===== src/rtl/srt_pkg.sv =====
`default_nettype none
// ----------------------------------------------------------------------------
// srt_pkg
// shared types, codes and defaults of the sorted record table
// ----------------------------------------------------------------------------
package srt_pkg;

    localparam int MAX_ENTRIES_DEF  = 16;
    localparam int ISSUER_BYTES_DEF = 32;
    localparam int LABEL_BYTES_DEF  = 32;
    localparam int RECORD_BYTES_DEF = 128;

    localparam int FILL_W = 9;

    typedef enum logic [1:0] {
        KIND_BYTE   = 2'd0,
        KIND_REMOVE = 2'd1,
        KIND_READ   = 2'd2,
        KIND_CLEAR  = 2'd3
    } kind_t;

    typedef enum logic [1:0] {
        ST_OK      = 2'd0,
        ST_FULL    = 2'd1,
        ST_BAD_IDX = 2'd2,
        ST_LOCKED  = 2'd3
    } status_t;

    typedef struct packed {
        kind_t              kind;
        logic [3:0]         idx;
        logic [6:0]         off;
        logic [FILL_W-1:0]  fill;
    } cmd_t;

    typedef enum logic [3:0] {
        BK_IDLE,
        BK_EXEC,
        BK_CMP_RD,
        BK_CMP_EV,
        BK_SH_RD,
        BK_SH_WR,
        BK_CP_RD,
        BK_CP_WR,
        BK_RM_RD,
        BK_RM_WR,
        BK_RD_RD,
        BK_RD_OUT
    } back_state_t;

endpackage
`default_nettype wire


===== src/rtl/srt_cmd_fifo.sv =====
`default_nettype none
// ----------------------------------------------------------------------------
// srt_cmd_fifo
// two-entry command queue between front and back
// ----------------------------------------------------------------------------
module srt_cmd_fifo (
    input  wire logic           clk,
    input  wire logic           rst_n,
    input  wire logic           push,
    input  srt_pkg::cmd_t       cmd_in,
    input  wire logic           pop,
    output srt_pkg::cmd_t       cmd_out,
    output logic                not_empty
);

    srt_pkg::cmd_t slot_reg [2];
    logic          wr_ptr_reg;
    logic          rd_ptr_reg;
    logic [1:0]    level_reg;
    logic          do_push;
    logic          do_pop;

    assign not_empty = level_reg != 2'd0;
    assign do_pop    = pop && not_empty;
    assign do_push   = push && (level_reg != 2'd2);
    assign cmd_out   = slot_reg[rd_ptr_reg];

    always_ff @(posedge clk or negedge rst_n)
    begin
        if (!rst_n)
        begin
            wr_ptr_reg <= 1'b0;
            rd_ptr_reg <= 1'b0;
            level_reg  <= 2'd0;
        end
        else
        begin
            if (do_push)
            begin
                wr_ptr_reg <= ~wr_ptr_reg;
            end
            if (do_pop)
            begin
                rd_ptr_reg <= ~rd_ptr_reg;
            end
            level_reg <= level_reg + 2'(do_push) - 2'(do_pop);
        end
    end

    always_ff @(posedge clk)
    begin
        if (do_push)
        begin
            slot_reg[wr_ptr_reg] <= cmd_in;
        end
    end

endmodule
`default_nettype wire


===== config.mk =====
export PLATFORM = sky130hd
export DESIGN_NAME = srt_cmd_fifo
export DESIGN_NICKNAME = d
export VERILOG_FILES = /design/src/rtl/srt_pkg.sv /design/src/rtl/srt_cmd_fifo.sv
export SDC_FILE = /design/constraint.sdc
export NUM_CORES = 1
export LEC_CHECK = 0
export BUFFER_PORTS_ARGS = -buffer_cell sky130_fd_sc_hd__buf_4
export CORE_UTILIZATION = 35
export CTS_CLUSTER_SIZE = 14
export DETAILED_ROUTE_END_ITERATION = 8
export PLACE_DENSITY_LB_ADDON = 0.08
export RECOVER_POWER = 50
export SLEW_MARGIN = 15
export SYNTH_ARGS = -nofsm -noshare
export SYNTH_HDL_FRONTEND = slang
export SYNTH_SLANG_ARGS = --single-unit

===== constraint.sdc =====
create_clock -name clk -period 2.8 [get_ports clk]
set_input_delay 0.42 -clock clk [delete_from_list [all_inputs] [get_ports clk]]
set_output_delay 0.42 -clock clk [all_outputs]
set_load 0.05 [all_outputs]

# --- Word-level counts from Yosys, hierarchy flattened ---
# Memories as Yosys holds them, arrays and structs flattened.
# Cells that the tools add are included.
classes:
  bitwise_logic: 2
  n_reduce_logical: 3
  eq_ne: 1
  muxes: 2
  n_addsub: 2
ops:
  columns: ["operator", "count"]
  rows:
  - ["$add A2 B1 Y2", 1]
  - ["$logic_and A1 B1 Y1", 2]
  - ["$mux W1", 2]
  - ["$ne A2 B2 Y1 const B", 1]
  - ["$not A1 Y1", 2]
  - ["$reduce_bool A2 Y1", 1]
  - ["$sub A2 B1 Y2", 1]
word_totals:
  mem_count: 1
  register_bits: 4
  mem_bits_rw: 44
  inputBits: 26
mem_list:
  columns: ["memory", "words", "width", "rd", "rd_ports_with_merged_regs", "write_ports", "line_no", "source"]
  rows:
  - ["slot_reg", 2, 22, 1, 0, 1, "srt_cmd_fifo.sv:16", "srt_pkg::cmd_t slot_reg [2];"]

# --- Depth between registers and ports, before layout ---
depth:
  depth_word: 4
  ltp_mapped: 7
  ltp_nobuf: 7

# --- Worst setup path before layout ---
# Ideal clock, no wire load.
synth_path:
  path_kind: "flip-flop to flip-flop"
  start: "register level_reg[1]"
  end: "memory slot_reg[1][0] (netlist bit), enable pin"
  required_ns: 2.399
  setup_time_ns: 0.401
  path_stages_with_launch: 4
  arrival_time_ns: 1.485
  path_slack_ns: 0.914
  path_cell_list: "dfrtp_1 > inv_1 > o21ai_2 > nor2_1"
synth_between:
  elab_chain_cells: 4
synth_lines:
  columns: ["item", "line_no", "source"]
  rows:
  - ["from (decl)", "srt_cmd_fifo.sv:19", "logic [1:0] level_reg;"]
  - ["from (signal assigned)", "srt_cmd_fifo.sv:46", "level_reg <= level_reg + 2'(do_push) - 2'(do_pop);"]
  - ["$ne A2 B2 Y1", "srt_cmd_fifo.sv:25", "assign do_push = push && (level_reg != 2'd2);"]
  - ["$logic_and A1 B1 Y1", "srt_cmd_fifo.sv:25", null]
  - ["$mux W1", "srt_cmd_fifo.sv:52", "if (do_push)"]
  - ["$mux W1 (implied by the code)", "srt_cmd_fifo.sv:54", "slot_reg[wr_ptr_reg] <= cmd_in;"]
  - ["to (decl)", "srt_cmd_fifo.sv:16", null]
# Every way passes these cells.

# --- Worst setup path after layout ---
layout_path:
  start: "register level_reg[1]"
  end: "memory slot_reg[1][10] (netlist bit), enable pin"
# The elaborated chain is that of the path after synthesis.

==> summary.md <==
| Metric | Value |
|---|---|
| Fillers | 452 |
| Vias | 930 |
| Final setup margin | 0.5806 ns |
| Final Slew Violations | 0 |
| Routed length per instance | 13.70 um |
| Non-Filler Instances | 211 |
| Vias in the first global route | 949 |
| H-tree Lvls | 2 |
| Fin util | 0.4868 |
| Worst-path fanout max | 22 |
| Post-cts gate resize count | 0 |
| Part of the Yosys area used for sequential elements | 0.7911 |
| Post-synthesis xor/xnor area fraction | 0.01950 |
| Pleak | 0.8829 nW |
| Yosys Warn Count | 0 |
| Power Density | 1186 mW/mm^2 |
| Core area | 0.004817 sq mm |
| I/O pin count | 49 |
| Post CTS Setup Buffer Count | 0 |
| Max FFs per register | 44 |
| Share of the synthesized area in the top cell type | 0.7354 |
| Min Hold Slack | 0.3230 ns |
| Number of synthesized register bits | 48 |
| VDD IR max | 0.4538 mV |
| Commonest non-fill, non-tap cell in the layout | edfxtp_1 |
| Synthesized cell area | 0.001797 sq mm |
| P_int | 1.680 mW |
| Post-Synthesis Cells | 86 |
| Via-to-Cell Ratio | 4.408 |
| Nets@finish | 171 |
| Area contributors post-synth | edfxtp_1, mux2_2, dfrtp_1, xnor2_1, ha_1 |
| Clk buf depth | 2 |
| Synth area leader | edfxtp_1 |
| Slew headroom | 0.1043 |
| Synth Area in Simple Gates | 0.01393 |
| CTS Buf Count | 5 |
| Clk slew on worst S/H paths | 0.09 ns |
| Fmax | 0.4506 GHz |
| CTS root buf | clkbuf_8 |
| Min Tclk post-route | 2.219 ns |
| Inserted Diodes | 0 |
| Final Hold Viols | 0 |
| Die width | 73.65 um |
| DR pass1 iterations | 3 |
| Largest family of logic cells by synthesized area | multiplexers |
| Synth-to-Final Area Change | 30.50% |
| Comb pwr share | 0.450 |
| TritonCTS clock tree | yes |
| Initial antenna violation count | 0 |
| Clk_skew | 0.005804 ns |
| Synth Area in Compound Gates | 0.004875 |
| Mean post-synth cell area | 20.89 sq um |
| Height of the die | 73.65 um |
| Placement Setup Slack | 0.9721 ns |
| Final period utilization | 0.7927 |
| Kind of end point of the critical path | flop |
| Row cnt | 25 |
| CTS hold repair buffers | 1 |
| GRT Total Usage | 0.1176 |
| Critical path class | reg2reg |
| Worst EP arrival | 2.13 ns |
| Port Buffers | 48 |
| Status | finished clean |
| Netlist cell types | 12 |
| RSZ-0062 raised after global routing | false |
| Worst skew pair latency | 0.30 ns |
| Clk pwr share | 0.170 |
| Routed WL | 2891 um |
| Share of cells above drive strength 1 | 0.5556 |
| Synth Area in Adders | 0.01393 |
| Final setup viols | 0 |
| Critical path launch point type | flop |
| TNS Setup | 0 ns |
| Flop pwr share | 0.380 |
| Mux contribution to synthesized area | 0.1379 |
| Critical path required time | 2.71 ns |
| Slew @ Worst Pin | 1.344 ns |
| Post-placement cell count | 202 |
| ANT nets after route | 0 |
| Residual DRC count | 0 |
| Psw | 1.101 mW |
| Largest net degree at the start of global routing | 23 |
| DR iter-0 viols | 46 |
| Die footprint | 0.005424 sq mm |
| Global-route wire length before repair | 4381 um |
| Max Cap Violations | 0 |
| Sw Share | 0.3960 |
| Clock sink count | 48 |
| Min-delay worst type | in2reg |
| Global route overflow | 0 |
| Initial core utilization | 0.3730 |
| Syn_nets | 114 |
| Most frequent cells in the layout | edfxtp_1, buf_4, mux2_2 |
| Routability-driven placement congestion ratio | 0.6524 |
## path summary, 6_finish.rpt
kind | from | end | slack, ns | cells past startpoint
max | level_reg[1]$_DFF_PN0_ | slot_reg[1][10]$_DFFE_PP_ | 0.58 | 4
min | cmd_in[21] | slot_reg[0][21]$_DFFE_PP_ | 0.32 | 1
max reg2reg | level_reg[1]$_DFF_PN0_ | slot_reg[1][10]$_DFFE_PP_ | 0.58 | 4
min reg2reg | level_reg[0]$_DFF_PN0_ | level_reg[0]$_DFF_PN0_ | 0.52 | 1
max in group asynchronous | rst_n | rd_ptr_reg$_DFFE_PN0P_ | 2.13 | 2
min in group asynchronous | rst_n | level_reg[1]$_DFF_PN0_ | 0.48 | 2
## synth_stat cells
master,instances
inv_1,3
or2_4,1
ha_1,2
xor2_1,1
nor2_1,2
buf_6,2
dfrtp_1,4
xnor2_1,3
o21ai_2,1
mux2_2,22
and2_4,1
edfxtp_1,44
## per-stage QoR
stage	total power [mW]	instance area, sq um
floorplan	2.007	1797
global placement	2.336	2246
detailed placement	2.352	2246
CTS	2.830	2362
global route	2.906	2345
finish	2.782	2345
## layer usage
| metal | track usage | part of all wire |
|---|---|---|
| met5 | 0 | 0 |
| met3 | 0.04390 | 0.072 |
| met4 | 0.07051 | 0.025 |
| met2 | 0.2018 | 0.53 |
| met1 | 0.1221 | 0.37 |
## final cells by class
type	instances	area (sq um)	area share
multi-input combinational	33	340.3	0.1451
clock buffer	5	68.82	0.02935
timing repair buffer	52	381.6	0.1628
clock inverter	3	37.54	0.01601
sequential	48	1421	0.6062
inverter	3	11.26	0.004803
tap	67	83.83	0.03575
## logic make-up after synthesis
family / Yosys count
XOR/XNOR: 4
AND/OR/NAND/NOR: 4
adder cells (fa/ha/maj): 2
AO/OA/AOI/OAI: 1
buffers and inverters: 5
multiplexers: 22
flip-flops: 48
## power groups by stage
stage               Combinational [mW]  Sequential, mW  Clock [mW]
global route                      1.32            1.07       0.516
detailed placement                1.28            1.07           0
global placement                  1.27            1.06           0
CTS                               1.29            1.06       0.486
floorplan                        0.955            1.05           0
finish                            1.25            1.06       0.474
## worst max-delay path: stages, from the launching register on
cell	delay, ns
dfrtp_1	0.40
inv_1	0.06
o21ai_0	0.23
nor2_2	0.14
clkbuf_1	0.99
Note: power is estimated with default switching activity, not from simulation.
