===== config.mk =====
export PLATFORM = sky130hd
export DESIGN_NAME = srt_front
export DESIGN_NICKNAME = d
export VERILOG_FILES = /design/src/rtl/srt_pkg.sv /design/src/rtl/srt_front.sv
export SDC_FILE = /design/constraint.sdc
export NUM_CORES = 1
export LEC_CHECK = 0
export BUFFER_PORTS_ARGS = -buffer_cell sky130_fd_sc_hd__buf_2
export CORE_MARGIN = 10
export CORE_UTILIZATION = 62
export DETAILED_ROUTE_END_ITERATION = 10
export PLACE_DENSITY = 0.8
export SLEW_MARGIN = 30
export SYNTH_ARGS = -nofsm -noshare
export SYNTH_HDL_FRONTEND = slang
export SYNTH_SLANG_ARGS = --single-unit

===== constraint.sdc =====
create_clock -name clk -period 3 [get_ports clk]
set_input_delay 0.15 -clock clk [delete_from_list [all_inputs] [get_ports clk]]
set_output_delay 0.15 -clock clk [all_outputs]
set_load 0.005 [all_outputs]

===== src/rtl/srt_pkg.sv =====
`default_nettype none
// ----------------------------------------------------------------------------
// srt_pkg
// shared types, codes and defaults of the sorted record table
// ----------------------------------------------------------------------------
package srt_pkg;

    localparam int MAX_ENTRIES_DEF  = 16;
    localparam int ISSUER_BYTES_DEF = 32;
    localparam int LABEL_BYTES_DEF  = 32;
    localparam int RECORD_BYTES_DEF = 128;

    localparam int FILL_W = 9;

    typedef enum logic [1:0] {
        KIND_BYTE   = 2'd0,
        KIND_REMOVE = 2'd1,
        KIND_READ   = 2'd2,
        KIND_CLEAR  = 2'd3
    } kind_t;

    typedef enum logic [1:0] {
        ST_OK      = 2'd0,
        ST_FULL    = 2'd1,
        ST_BAD_IDX = 2'd2,
        ST_LOCKED  = 2'd3
    } status_t;

    typedef struct packed {
        kind_t              kind;
        logic [3:0]         idx;
        logic [6:0]         off;
        logic [FILL_W-1:0]  fill;
    } cmd_t;

    typedef enum logic [3:0] {
        BK_IDLE,
        BK_EXEC,
        BK_CMP_RD,
        BK_CMP_EV,
        BK_SH_RD,
        BK_SH_WR,
        BK_CP_RD,
        BK_CP_WR,
        BK_RM_RD,
        BK_RM_WR,
        BK_RD_RD,
        BK_RD_OUT
    } back_state_t;

endpackage
`default_nettype wire


===== src/rtl/srt_front.sv =====
`default_nettype none
// ----------------------------------------------------------------------------
// srt_front
// accepts items, stages record bytes and queues commands for the back end
// ----------------------------------------------------------------------------
module srt_front #(
    parameter int RECORD_BYTES = srt_pkg::RECORD_BYTES_DEF
) (
    input  wire logic                      clk,
    input  wire logic                      rst_n,
    input  wire logic                      accept,
    input  wire logic [1:0]                kind,
    input  wire logic [7:0]                data_byte,
    input  wire logic                      last_byte,
    input  wire logic [3:0]                entry_index,
    input  wire logic [6:0]                byte_offset,
    input  wire logic [$clog2(RECORD_BYTES)-1:0] stg_addr,
    output logic      [7:0]                stg_q,
    output logic                           push,
    output srt_pkg::cmd_t                  cmd
);

    localparam int BW = $clog2(RECORD_BYTES);

    logic [7:0]                  stg_mem [RECORD_BYTES];
    logic [srt_pkg::FILL_W-1:0]  fill_reg;
    logic [srt_pkg::FILL_W-1:0]  fill_next;
    logic [srt_pkg::FILL_W-1:0]  fill_inc;
    logic                        room;
    logic                        stg_we;

    assign room     = fill_reg < srt_pkg::FILL_W'(RECORD_BYTES);
    assign fill_inc = room ? fill_reg + srt_pkg::FILL_W'(1) : fill_reg;
    assign stg_we   = accept && (srt_pkg::kind_t'(kind) == srt_pkg::KIND_BYTE) && room;

    always_comb
    begin
        fill_next = fill_reg;
        push      = 1'b0;
        cmd.kind  = srt_pkg::kind_t'(kind);
        cmd.idx   = entry_index;
        cmd.off   = byte_offset;
        cmd.fill  = fill_inc;
        if (accept)
        begin
            case (srt_pkg::kind_t'(kind))
                srt_pkg::KIND_BYTE:
                begin
                    if (last_byte)
                    begin
                        push      = 1'b1;
                        fill_next = '0;
                    end
                    else
                    begin
                        fill_next = fill_inc;
                    end
                end
                srt_pkg::KIND_CLEAR:
                begin
                    push      = 1'b1;
                    fill_next = '0;
                end
                default:
                begin
                    push = 1'b1;
                end
            endcase
        end
    end

    always_ff @(posedge clk or negedge rst_n)
    begin
        if (!rst_n)
        begin
            fill_reg <= '0;
        end
        else
        begin
            fill_reg <= fill_next;
        end
    end

    always_ff @(posedge clk)
    begin
        if (stg_we)
        begin
            stg_mem[fill_reg[BW-1:0]] <= data_byte;
        end
        stg_q <= stg_mem[stg_addr];
    end

endmodule
`default_nettype wire


==> After elaboration in Yosys (flattened, before gate mapping) <==
Memories as Yosys holds them, arrays and structs flattened. A register that Yosys moved wholly into a read port is not among the register bits.
Index checks and enable logic that the tools add are counted.
{ "op_classes": {"n_mul": 0, "n_eq_ne": 1, "n_addsub": 1, "bitwise": 0, "order_cmp": 1, "reduce_logical": 5, "n_mux": 8, "shift": 0, "div_mod_pow": 0} }
{ "ops": {"columns": ["cell", "count"], "rows": [
  ["9-bit two-way mux", 2],
  ["9-bit case mux with 2 select lines", 1],
  ["9-bit by 1-bit adder with 9-bit output, second input constant", 1],
  ["9-bit by 8-bit < comparator with 1-bit output, second input constant", 1],
  ["1-bit two-way mux", 5],
  ["2-bit == test, second input constant", 1],
  ["1-bit logical AND", 2],
  ["2-bit zero test", 1],
  ["2-bit AND reduction", 1],
  ["2-bit nonzero test", 1]
]} }
{ "word_totals": {"in_bits": 32, "mem_count": 1, "reg_bits": 9, "mem_bits_ro": 0, "ramBits": 1024, "out_inout_bits": 31, "wordCells": 18, "latch_bits": 0} }
{ "mem_list": {"columns": ["name", "words", "width", "read_ports", "rd_ports_with_merged_regs", "write_ports", "line_no", "text"], "rows": [
  ["stg_mem", 128, 8, 1, 1, 1, "srt_front.sv:25", "logic [7:0] stg_mem [RECORD_BYTES];"]
]} }

==> Logic depth before layout (Yosys ltp) <==
{ "logic_depth": {"depth_word": 5, "depth_mapped": 7, "ltp_nobuf": 6} }

==> Worst setup path before layout <==
Ideal clock, no wire load.
{ "synth_path": {"kind": "input port to flip-flop", "start": "in stg_addr[0]", "end": "reg stg_q[0] (read register of stg_mem)", "path_slack_ps": 345, "required_time_ps": 2879, "path_stages": 6, "arrival_time_ps": 2534, "n_path_buf": 2, "setup_ps": 121, "path_cell_list": "clkbuf_1 > clkbuf_1 > mux4_2 > mux4_2 > mux4_2 > mux2_2"} }
{ "synth_rtl": {"columns": ["element", "line_no", "text"], "rows": [
  ["start: declaration", "srt_front.sv:17", "input wire logic [$clog2(RECORD_BYTES)-1:0] stg_addr,"],
  ["end: declaration", "srt_front.sv:18", "output logic [7:0] stg_q,"]
]} }

==> flow_summary_export.csv <==
group,metric,value,unit
status,status,"finished, final reports clean",
route,wire_per_inst,35.1,um
timing,hold_violations,0,
yosys,avgSynthCellArea,23.8,um2
setup_path,rrSetupSlack,0.46,ns
setup_path,rr_worst_depth,5,
timing,fin_skew,0.0293,ns
timing,rsz0062_at_grt,"false",
yosys,synth-edff-count,1024,
timing,tns,0,ns
timing,slew_headroom,37.3,%
clock_tree,cts-root-buf,"clkbuf_16",
clock_tree,cts_resized,0,
yosys,ys_warn_count,0,
layout,antenna_cells,0,
floorplanning,row_count,93,
clock_tree,clk_pin_slew,0.06,ns
route,drc,0,
clock_tree,clk_latency,0.67,ns
yosys,synthCells,1691,
floorplanning,design.core.area,64300,um2
placement,gp_congestion,0.837,
layout,final_core_util,71.7,%
yosys,ys_types,32,
route,vias_per_cell,7.03,
setup_path,r2r_end,"stg_mem[93][2]",
setup_path,cp-startpoint,"fill_reg[3]",
clock_tree,cts_tree,"yes",
floorplanning,dieWidth,275,um
placement,port_buffers,40,
clock_tree,cts.path.max_buffers,3,
layout,drive_gt1_share,36.4,%
yosys,synth_area_leaders,"edfxtp_1 (76%), mux4_2 (19%), nor2_1 (1.2%), dfrtp_1 (0.56%), buf_4 (0.45%)",
route,ant_nets,0,
global_route,grt_pass1_vias,20600,
setup_path,crit_type,"register to primary output",
global_route,grt_start_max_net_pins,129,
setup_path,crit_fanout,9,
route,met3_length,12.0,mm
yosys,syn_nets,1726,
clock_tree,cts_max_level,3,
layout,register_area,31100,um2
floorplanning,die_area,75500,um2
job,max_cap_violations,0,
hold_path,min_to,"stg_mem[81][5]",
route,routed-wl-met2,49.2,mm
yosys,synth_flop_cell,"edfxtp_1",
timing,worst_pin_slew,0.940,ns
yosys,synth_top_cell_area_share,76.4,%
yosys,ys_seq_elements,1041,
floorplanning,die_height,275,um
layout,nFillCells,3360,
setup_path,cp.required,2.85,ns
route,wl_met1,36.4,mm
setup_path,critPathLaunchType,"register",
yosys,yosysSeqAreaShare,77.4,%
layout,multiInputGateArea,8570,um2
yosys,syn_area,40200,um2
pwr,p_per_area,649,nW/um2
setup_path,worstReg2RegStart,"fill_reg[7]",
clock_tree,post_cts_buffers,0,
placement,dpl.hpwl,56.2,mm
layout,final_net_count,1971,
yosys,yosys.area.top_type,"edfxtp_1",
layout,largest_register_ffs,1024,
floorplanning,start_util,62.5,%
route,dr.pass1.iters,5,
timing,post-route-period-util,84.8,%
global_route,grt_use_total,27.4,%
timing,max_freq,393,MHz
global_route,antenna_found_initial,1,
route,first_iter_violations,3055,
route,num_vias,20200,
timing,fin_crit,2.54,ns
hold_path,whs_path_depth,2,
route,top_layer,"met4",
route,totalWireLength,101,mm
timing,drv_slew,0,
floorplanning,pin_count,63,
hold_path,worstHoldStart,"data_byte[5]",
setup_path,critPathCaptureType,"primary output",
timing,setup_viol,0,
setup_path,crit_arrival,2.39,ns
yosys,synth_async_sr_flop_share,0.865,%
hold_path,hold_class,"input pin to register",
clock_tree,cts_sinks,1041,
global_route,grt_first_pass_wirelength,147,mm
layout,area_growth_syn_to_layout,14.7,%
pwr,p_leak,0.0147,uW
clock_tree,cts_made_buffers,101,
pwr,ir_drop,0.481,mV
global_route,gr-total-overflow,0,
==> kinds of logic (layout without fill, tap and decap cells) <==
family / after synthesis / after routing / share of synthesized area (%)
DFF: 1041 / 1041 / 77.4
muxes: 346 / 346 / 19.1
and+or+nand+nor: 176 / 176 / 1.78
buffers and inverters: 108 / 435 / 1.30
AOI/OAI and AO/OA: 11 / 11 / 0.218
xor gates and xnor gates: 6 / 6 / 0.131
adders and majority gates: 3 / 3 / 0.0933
==> worst max-delay path by stage <==
stage | end | slack [ns]
2_1_floorplan | stg_q[0] | 0.35
3_5_place_dp | stg_q[3] | 0.04
4_1_cts | stg_q[4] | 0.47
6_report | cmd[7] | 0.46
5_1_grt | cmd[7] | 0.38
3_3_place_gp | stg_q[3] | 0.08
==> power breakdown <==
part | internal, uW | switching (uW) | total [uW] | leakage [uW]
registers | 16000 | 32.9 | 16000 | 0.00939
clock network | 6930 | 5410 | 12300 | 0.00156
logic | 657 | 884 | 1540 | 0.00379
==> critical path, stage by stage (launching register included) <==
cell	delay [ns]
dfrtp_1	0.55
and2_1	0.25
nand3_1	0.42
o21bai_1	0.35
buf_2	0.16
==> synthesized netlist by cell type (all sizes together) (2+ instances only) <==
cell type / n
dfxtp: 8
ha: 3
inv: 3
edfxtp: 1024
mux4: 336
clkbuf: 44
nand3: 7
buf: 61
and3: 2
a22o: 6
nand2: 20
xnor2: 5
nand4: 3
and2: 2
nor2b: 6
nor2: 132
mux2: 9
dfrtp: 9
==> cell type report <==
cell class / count / area share, %
clock buffer: 126 / 5.88
multi-input combinational: 542 / 18.6
sequential: 1041 / 67.5
clock inverter: 59 / 1.03
tap: 855 / 2.32
inverter: 3 / 0.0244
timing repair buffer: 247 / 4.65
==> layout by cell type, fill, tap and decap left out, types with 2 or more instances in the layout <==
master / instances
nand3_1: 7
clkinv_4: 3
nand4_1: 3
buf_8: 2
clkinvlp_4: 7
a22o_1: 6
clkinv_1: 19
and3_1: 2
mux2_2: 9
dfrtp_1: 9
dfxtp_1: 8
buf_4: 182
bufinv_16: 6
ha_1: 3
clkinv_2: 20
clkbuf_1: 18
and2_1: 2
clkbuf_8: 6
nor2_1: 132
mux4_2: 336
edfxtp_1: 1024
dlygate4sd3_1: 6
nor2b_1: 6
inv_1: 3
buf_12: 26
xnor2_1: 5
clkbuf_16: 103
inv_6: 3
buf_2: 29
nand2_1: 20
==> what timing repair did <==
action	CTS	global route
hold buffers	6	0
hold endpoints to repair	86	0
endpoints found under the setup margin	0	0
==> layer usage <==
metal	GRT usage (%)	up-vias
li1	-	7676
met1	38.1	10600
met2	43.3	1653
met3	5.97	254
met4	9.24	0
met5	0	-
==> stage by stage <==
stage          instances  total power, uW  worst slack [ns]  hold WS [ns]  cell area, um2
3_5_place_dp        2682            17800            0.0429        0.0139           42900
5_1_grt             2873            30600             0.382        0.0632           46100
2_1_floorplan       1691            17100             0.345        -0.146           40200
4_1_cts             2873            30000             0.472        0.0570           46100
3_3_place_gp        2682            17800            0.0847       0.00552           42900
6_report            2873            29900             0.456        0.0315           46100
Note: power is estimated with default switching activity, not from simulation.
